**src/ffra_ram.sv**
```systemverilog
// Generic single-write, single-read RAM with registered read data.
`default_nettype none

module ffra_ram #(
   parameter int WIDTH = 8,
   parameter int DEPTH = 256
) (
   input  wire logic                     clock,
   input  wire logic                     wr_en,
   input  wire logic [$clog2(DEPTH)-1:0] wr_addr,
   input  wire logic [WIDTH-1:0]         wr_data,
   input  wire logic [$clog2(DEPTH)-1:0] rd_addr,
   output logic      [WIDTH-1:0]         rd_data
);

   logic [WIDTH-1:0] mem_ff [DEPTH];

   // Write port
   always_ff @(posedge clock) begin
      if (wr_en) begin
         mem_ff[wr_addr] <= wr_data;
      end
   end

   // Registered read port
   always_ff @(posedge clock) begin
      rd_data <= mem_ff[rd_addr];
   end

endmodule

`default_nettype wire

```
**config.mk**
```make
export PLATFORM = sky130hd
export DESIGN_NAME = ffra_ram
export DESIGN_NICKNAME = d
export VERILOG_FILES = /design/src/ffra_ram.sv
export SDC_FILE = /design/constraint.sdc
export NUM_CORES = 2
export LEC_CHECK = 0
export ABC_AREA = 1
export BUFFER_PORTS_ARGS = -buffer_cell sky130_fd_sc_hd__buf_4
export CAP_MARGIN = 15
export CORE_MARGIN = 4
export CORE_UTILIZATION = 35
export CTS_CLUSTER_SIZE = 40
export DETAILED_ROUTE_END_ITERATION = 12
export SLEW_MARGIN = 20
export SYNTH_ARGS = -nofsm -noshare
export SYNTH_HDL_FRONTEND = slang
export SYNTH_SLANG_ARGS = --single-unit
```
**constraint.sdc**
```tcl
create_clock -name clock -period 1.9 [get_ports clock]
set_input_delay 0.095 -clock clock [delete_from_list [all_inputs] [get_ports clock]]
set_output_delay 0.095 -clock clock [all_outputs]
set_load 0.03 [all_outputs]
```
==> flow_metrics.py <==
metrics = {
    "global_route": {
        "antenna_found_initial": 8,
        "grt_overflow": 0,
        "grt_pass1_vias": 55100,
        "grt_max_degree": 85,
        "grt_pass1_wl_mm": 360,
        "grt_usage_pct": 19.4,
    },
    "route": {
        "dr.pass1.iters": 8,
        "viasPerCell": 5.26,
        "drt_iter0_drc": 6375,
        "dr_total_vias": 56900,
        "routed_wl_mm": 242,
        "ant_nets": 0,
        "drc_errors": 0,
        "avgRoutedWirePerCell_um": 22.4,
    },
    "synth": {
        "syn_area_um2": 83400,
        "ys_seq_area_share_pct": 73.9,
        "yosys-top-cells-area": "edfxtp_1 (74%), nand3_1 (12%), nand2_1 (9.6%)",
        "syn_inst": 7003,
        "synth_edf_count": 2048,
        "ys_warn_count": 0,
        "ys_async_sr_fraction_pct": 0,
        "synth_flop_cell": "edfxtp_1",
        "synth_seq_cells": 2056,
        "synth_top_cell_area_share_pct": 73.7,
        "synth.avg_cell_area_um2": 11.9,
        "synth_common_cells": "nand2_1 (2123), edfxtp_1 (2048), nand3_1 (2019)",
        "syn_nets": 7029,
        "synth_area_leader_cell": "edfxtp_1",
        "synth_cell_type_count": 14,
        "yosysMostFrequentCell": "nand2_1",
    },
    "setup_path": {
        "crit_required_ns": 2.65,
        "slowest_stage": "edfxtp_1",
        "rrSetupSlack_ns": 0.03,
        "crit_path_end_kind": "flop",
        "max_stage_delay_ns": 0.36,
        "worstPathCellList": "nand2_1 > nand3_1 > nand3_1 > nand3_1 > nand3_1 > nand3_2 > nand3_1 > nand2_1 > nand2_1 > nand2_1",
        "worstPathArrival_ns": 2.62,
        "crit_path_start_kind": "flop",
        "path_max_fanout": 1,
        "worst_path_most_repeated_cell": "nand3_1",
        "critPathKind": "reg -> reg",
    },
    "sta": {
        "slew_headroom_pct": 54.6,
        "hold_viol": 0,
        "finalCriticalPeriod_ns": 1.87,
        "rsz0062_at_grt": "no",
        "fin_setup_tns_ns": 0,
        "worst_pin_slew_ns": 0.681,
        "finalClockSkew_ns": 0.0502,
        "drv_slew": 0,
        "final.period_utilization_pct": 98.4,
        "fmax_mhz": 535,
        "setup_violations": 0,
    },
    "cells_and_area": {
        "multi_input_area_um2": 19200,
        "finalCoreUtilization_pct": 42.1,
        "area_growth_pct": 19.1,
        "seq_area_um2": 61700,
        "n_fill_cell": 21800,
        "num-nets-final": 7514,
        "drive_gt1_share_pct": 13.9,
    },
    "clocking": {
        "cts-htree-levels": 4,
        "cts_buffers": 210,
        "post-cts-setup-buffer-count": 0,
        "root_buffer": "clkbuf_16",
        "worst_skew_pair.late_latency_ns": 0.86,
        "clock-sinks": 2056,
        "cts_tree": "yes",
        "cts_buffer_depth": 3,
        "clkTransAtPathRegs_ns": 0.06,
    },
    "floorplanning": {
        "dieArea_um2": 246000,
        "pin_count": 34,
        "fp-row-count": 178,
        "die_x_um": 496,
        "start_util_pct": 35.3,
        "core_area_um2": 236000,
        "die_h_um": 496,
    },
    "pwr": {
        "finalPower_mw": 97.3,
        "power_density_nw_per_um2": 979,
        "p_leak_nw": 35.4,
        "irDropWorstVdd_uv": 974,
    },
    "run": {
        "cap_violations": 0,
    },
    "outcome": {
        "status": "finished, final reports clean",
    },
    "placed_design": {
        "globalplace.congestion": 0.895,
        "io_buffers": 33,
        "post-dp-hpwl_mm": 153,
    },
    "worst_hold_path": {
        "hp-class": "in -> reg",
    },
}
==> flip-flops by register name, summed over array words and instances, names as in the netlist <==
signal,cells
rd_data,8
mem_ff,2048
==> final timing paths <==
path / from / to / depth (start not counted)
max: mem_ff[134][6] / rd_data[6] / 10
min: wr_addr[6] / mem_ff[48][6] / 5
max reg2reg: mem_ff[134][6] / rd_data[6] / 10
min reg2reg: mem_ff[82][7] / rd_data[7] / 10
==> area by class of cell <==
cell class	instances	share of cell area, %
Sequential cell	2056	62.1
Multi-Input combinational cell	4425	19.3
Timing Repair Buffer	756	7.59
Clock buffer	265	5.61
Tap cell	3150	3.97
Clock inverter	124	1.25
Inverter	39	0.181
Antenna cell	2	0.00504
==> metrics by stage <==
stage | instances | setup slack (ns) | hold WS [ns] | area, um2
finish | 10800 | 0.0299 | 0.0647 | 99300
global route | 10800 | 0.00101 | 0.0664 | 99300
CTS | 10800 | 0.0447 | 0.000923 | 99300
detailed placement | 10400 | -0.525 | 0.462 | 92300
global placement | 10400 | -0.496 | 0.456 | 92300
floorplan | 7003 | 0.314 | 0.194 | 83400
==> what timing repair did <==
action                      CTS  global route
hold endpoints to repair   2074             0
gates resized for setup       6            10
setup endpoints to repair     6             7
hold buffers                 13             0
==> worst max-delay path, delay by kind of cell (launching register included) <==
kind             cells  cell delay, ns
DFF                  1            0.36
and+or+nand+nor     10            1.41
==> layer usage <==
layer	vias to the layer above	global-route usage, %	share of wire, %
met5	-	0	0
met4	0	7.37	4.0
met3	466	3.70	8.3
met2	2482	30.6	46
met1	28100	26.7	42
li1	25900	-	-
==> cell usage in the layout, fill, tap and decap left out, drive strengths merged <==
master          n
buf           743
diode           2
nand2        2123
dfxtp           8
dlygate4sd3    13
clkinvlp        6
edfxtp       2048
clkinv         95
clkbuf        265
bufinv         16
nor2          283
nand3        2019
inv            46
==> kinds of logic (layout without fill, tap and decap cells) <==
group	count (synthesis)	count (layout)	synth area share, %
flops	2056	2056	73.9
simple gates	4425	4425	22.9
buf+inv	522	1184	3.12
other cells	0	2	0
==> power breakdown <==
| part | switching [mW] | total, mW | leakage [nW] | internal [mW] |
|---|---|---|---|---|
| Sequential | 0.0607 | 50.0 | 18.5 | 50.0 |
| Clock | 17.5 | 40.6 | 3.31 | 23.0 |
| Combinational | 4.65 | 6.69 | 13.6 | 2.04 |
| Total | 22.2 | 97.3 | 35.4 | 75.0 |
Power figures use the tool's default switching activity.
