File: config.mk
export PLATFORM = sky130hd
export DESIGN_NAME = ffra_match
export DESIGN_NICKNAME = d
export VERILOG_FILES = /design/src/ffra_pkg.sv /design/src/ffra_match.sv
export SDC_FILE = /design/constraint.sdc
export NUM_CORES = 1
export LEC_CHECK = 0
export ABC_AREA = 1
export ABC_CLOCK_PERIOD_IN_PS = 4900
export BUFFER_PORTS_ARGS = -buffer_cell sky130_fd_sc_hd__buf_2
export CORE_ASPECT_RATIO = 0.5
export CORE_MARGIN = 2
export CORE_UTILIZATION = 30
export DETAILED_ROUTE_END_ITERATION = 8
export SETUP_SLACK_MARGIN = 0.1
export SLEW_MARGIN = 0
export SYNTH_ARGS = -nofsm -noshare
export SYNTH_HDL_FRONTEND = slang
export SYNTH_SLANG_ARGS = --single-unit
File: constraint.sdc
create_clock -name vclk -period 4.9
set_input_delay 1.225 -clock vclk [all_inputs]
set_output_delay 1.225 -clock vclk [all_outputs]
set_load 0.01 [all_outputs]
File: src/ffra_pkg.sv
// Shared constants and types for the first-fit region allocator.
`default_nettype none

package ffra_pkg;

   // Size of the managed data area in bytes and number of region records
   localparam int DATA_BYTES  = 12288;
   localparam int TABLE_SLOTS = 256;

   // Field widths
   localparam int ADDR_W   = 14;
   localparam int SUM_W    = ADDR_W + 1;
   localparam int SLOT_W   = $clog2(TABLE_SLOTS);
   localparam int CNT_W    = SLOT_W + 1;
   localparam int STATUS_W = 2;

   // Request actions
   localparam logic ACT_ALLOC = 1'b0;
   localparam logic ACT_FREE  = 1'b1;

   // Response status codes
   localparam logic [STATUS_W-1:0] ST_OK            = 2'd0;
   localparam logic [STATUS_W-1:0] ST_NO_SPACE      = 2'd1;
   localparam logic [STATUS_W-1:0] ST_TABLE_FULL    = 2'd2;
   localparam logic [STATUS_W-1:0] ST_NOT_ALLOCATED = 2'd3;

   // One region record as held in the slot table
   typedef struct packed {
      logic [ADDR_W-1:0] start;
      logic [ADDR_W-1:0] length;
   } slot_rec_type;

   // Probe window [lo, hi) handed to the match unit
   typedef struct packed {
      logic [SUM_W-1:0] lo;
      logic [SUM_W-1:0] hi;
   } probe_type;

endpackage

`default_nettype wire

File: src/ffra_match.sv
// Shared overlap unit: tests a probe window against one stored region.
`default_nettype none

module ffra_match import ffra_pkg::*; (
   input  wire  probe_type        probe,
   input  wire  slot_rec_type     region,
   output logic                   hit,
   output logic [SUM_W-1:0]       region_end
);

   // End of region is exclusive; windows overlap when each starts before the other ends
   always_comb begin
      region_end = SUM_W'(region.start) + SUM_W'(region.length);
      hit        = (probe.lo < region_end) && (probe.hi > SUM_W'(region.start));
   end

endmodule

`default_nettype wire

==> results.tsv <==
stage	metric	value	unit
floorplanning	die_area	0.00615	sq mm
drt	drt-vias-per-instance	4.32	
power_and_ir_drop	p_leak	1.50	nW
placed_design	place.gp.congestion	0.829	
run_status	status	finished clean	
power_and_ir_drop	pwr-share-clk	0	%
sta	fmax	213	MHz
job	max_cap_violations	0	
power_and_ir_drop	p_seq_share	0	%
placed_design	hpwl	3950	um
power_and_ir_drop	p_int	0.000142	W
drt	drt_iter0_drc	83	
floorplanning	io-pin-count	74	
power_and_ir_drop	powerDensity	133	mW/mm^2
sta	setup_tns	0	ps
drt	wl	4590	um
layout	fin_area	0.00240	sq mm
global_routing	antenna_found_initial	0	
layout	n_antenna_cell	0	
drt	drt_first_pass_iters	4	
placed_design	placed_area	0.00211	sq mm
sta	slew_headroom	70.2	%
yosys	synth_most_common_cell	nand2_1	
yosys	netlist.area_leader.share	31.8	%
yosys	synthCells	305	
layout	seqCellArea	0	sq um
sta	min_period	4710	ps
sta	setup_slack	195	ps
placed_design	pre_cts_slack	16.4	ps
layout	drive_gt1_share	30.1	%
power_and_ir_drop	total_power	0.000320	W
global_routing	grt_first_pass_wirelength	7040	um
setup_path	timing.critical_path.fanout_max	4	
sta	drv_slew	0	
sta	period_share	96.0	%
power_and_ir_drop	switching_share	55.6	%
power_and_ir_drop	ir_worst_vdd	0.0492	mV
layout	clkbuf_count	0	
sta	setup_violations	0	
yosys	synth_cell_type_count	17	
drt	drc	0	
floorplanning	fp-row-count	19	
sta	rsz0062_at_grt	yes	
global_routing	grt_max_degree	7	
placed_design	portBuffers	74	
global_routing	grt-ovfl-total	0	
sta	hold_viol	0	
layout	syn_to_final_growth	45.5	%
drt	vias	1978	
setup_path	critical_path_class	input port to output pin	
layout	design.seq.count	0	
setup_path	setup.worst_path.start_class	input port	
layout	nFillCells	601	
drt	wl_per_cell	10.0	um
global_routing	first_global_vias	1659	
yosys	synthTopCellsByArea	ha_1, nand2_1, inv_1	
setup_path	cp.arrival	3480	ps
power_and_ir_drop	p_comb_share	100.0	%
layout	finalNonFillerCells	458	
yosys	synth_common_cells	nand2_1, inv_1, ha_1	
yosys	ys_seq_area_share	0	%
yosys	synth_area	0.00165	sq mm
yosys	ys.warnings.count	0	
drt	postRouteAntennaNets	0	
placed_design	place_inst	452	
floorplanning	initial_core_util	30.6	%
sta	tightest_slew	444	ps
power_and_ir_drop	switchingPower	0.000178	W
min_path	hold_class	input port to output pin	
yosys	syn-num-nets	406	
floorplanning	die_h	56.5	um
floorplanning	fp.dieW	109	um
clocking	holdBufCountCts	0	
setup_path	endpoint_kind	output pin	
yosys	syn_area_per_cell	5.42	sq um
yosys	yosysTopAreaCell	ha_1	
setup_path	crit_required	3670	ps
layout	nets	488	
floorplanning	core_area	0.00540	sq mm
global_routing	gr-usage-all-layers	13.8	%
-- power groups by stage --
stage	Combinational [W]	Sequential (W)	Clock, W
2_1_floorplan	0.000184	0	0
3_3_place_gp	0.000273	0	0
3_5_place_dp	0.000273	0	0
4_1_cts	0.000276	0	0
5_1_grt	0.000364	0	0
6_report	0.000320	0	0
-- cell families after synthesis --
| group | Yosys count | synth area share [%] |
|---|---|---|
| simple gates | 171 | 42.1 |
| buf+inv | 65 | 14.8 |
| xor+xnor | 7 | 3.71 |
| fa+ha+maj | 43 | 33.0 |
| compound gates | 19 | 6.36 |
-- final timing paths --
path / from / to / slack [ps] / depth (start not counted)
max: region[14] / hit / 190 / 17
min: region[0] / region_end[0] / 2750 / 3
-- routing by layer --
layer / up-vias / GRT usage (%) / routed length (um) / part of all wire, %
li1: 1103 / - / - / -
met1: 823 / 21.7 / 2480 / 54
met2: 50 / 21.7 / 1810 / 39
met3: 2 / 0.929 / 282 / 6.1
met4: 0 / 0 / 15 / 0.33
met5: - / 0 / 0 / 0
-- cell usage in the layout, fill, tap and decap left out --
cell type,Yosys,final
nand2_1,117,109
buf_2,0,72
inv_1,65,64
ha_1,42,31
nor2_1,21,20
nand3_1,22,18
a21oi_1,15,12
ha_4,0,10
nand2_2,2,8
buf_4,0,6
nor3_1,4,4
nand3_2,1,4
a21oi_2,0,3
nor2_2,2,3
a21o_1,3,3
xnor2_1,4,3
nand2_4,0,2
xor2_1,3,2
nand4_1,1,1
nand3_4,0,1
o21bai_1,1,1
xnor2_4,0,1
xor2_2,0,1
inv_2,0,1
and2_1,1,1
fa_2,0,1
ha_2,0,1
buf_6,0,1
buf_8,0,1
-- per-stage QoR --
step / hold slack, ps / util [%]
finish: 2750 / 44.5
global route: 2760 / 44.5
CTS: 2790 / 39.3
detailed placement: 2790 / 39.2
global placement: 2790 / 39.2
floorplan: 2600 / -
-- final cells by class --
cell class	count	area, sq um	share of cell area (%)
multi-input cells	240	1640	68.1
repair buffers	80	432	18.0
inverters	65	244	10.2
well taps	73	91.3	3.80
-- repair_timing --
action,CTS,global route
resized for setup,2,42
endpoints found under the setup margin,1,1
buffers inserted,0,6
cloned,0,0
pin swaps,0,21
-- worst max-delay path, cell delays in order --
cell	delay [ps]
buf_8	100
ha_4	160
fa_2	410
nand3_2	100
nand3_4	110
nand2_2	100
nand2_2	70
xor2_2	200
inv_2	60
ha_4	210
a21o_1	170
nor2_1	80
nand2_1	70
nand2_1	60
nand2_1	70
nor2_1	130
buf_2	140
No activity file was read; power rests on OpenSTA's default activity.
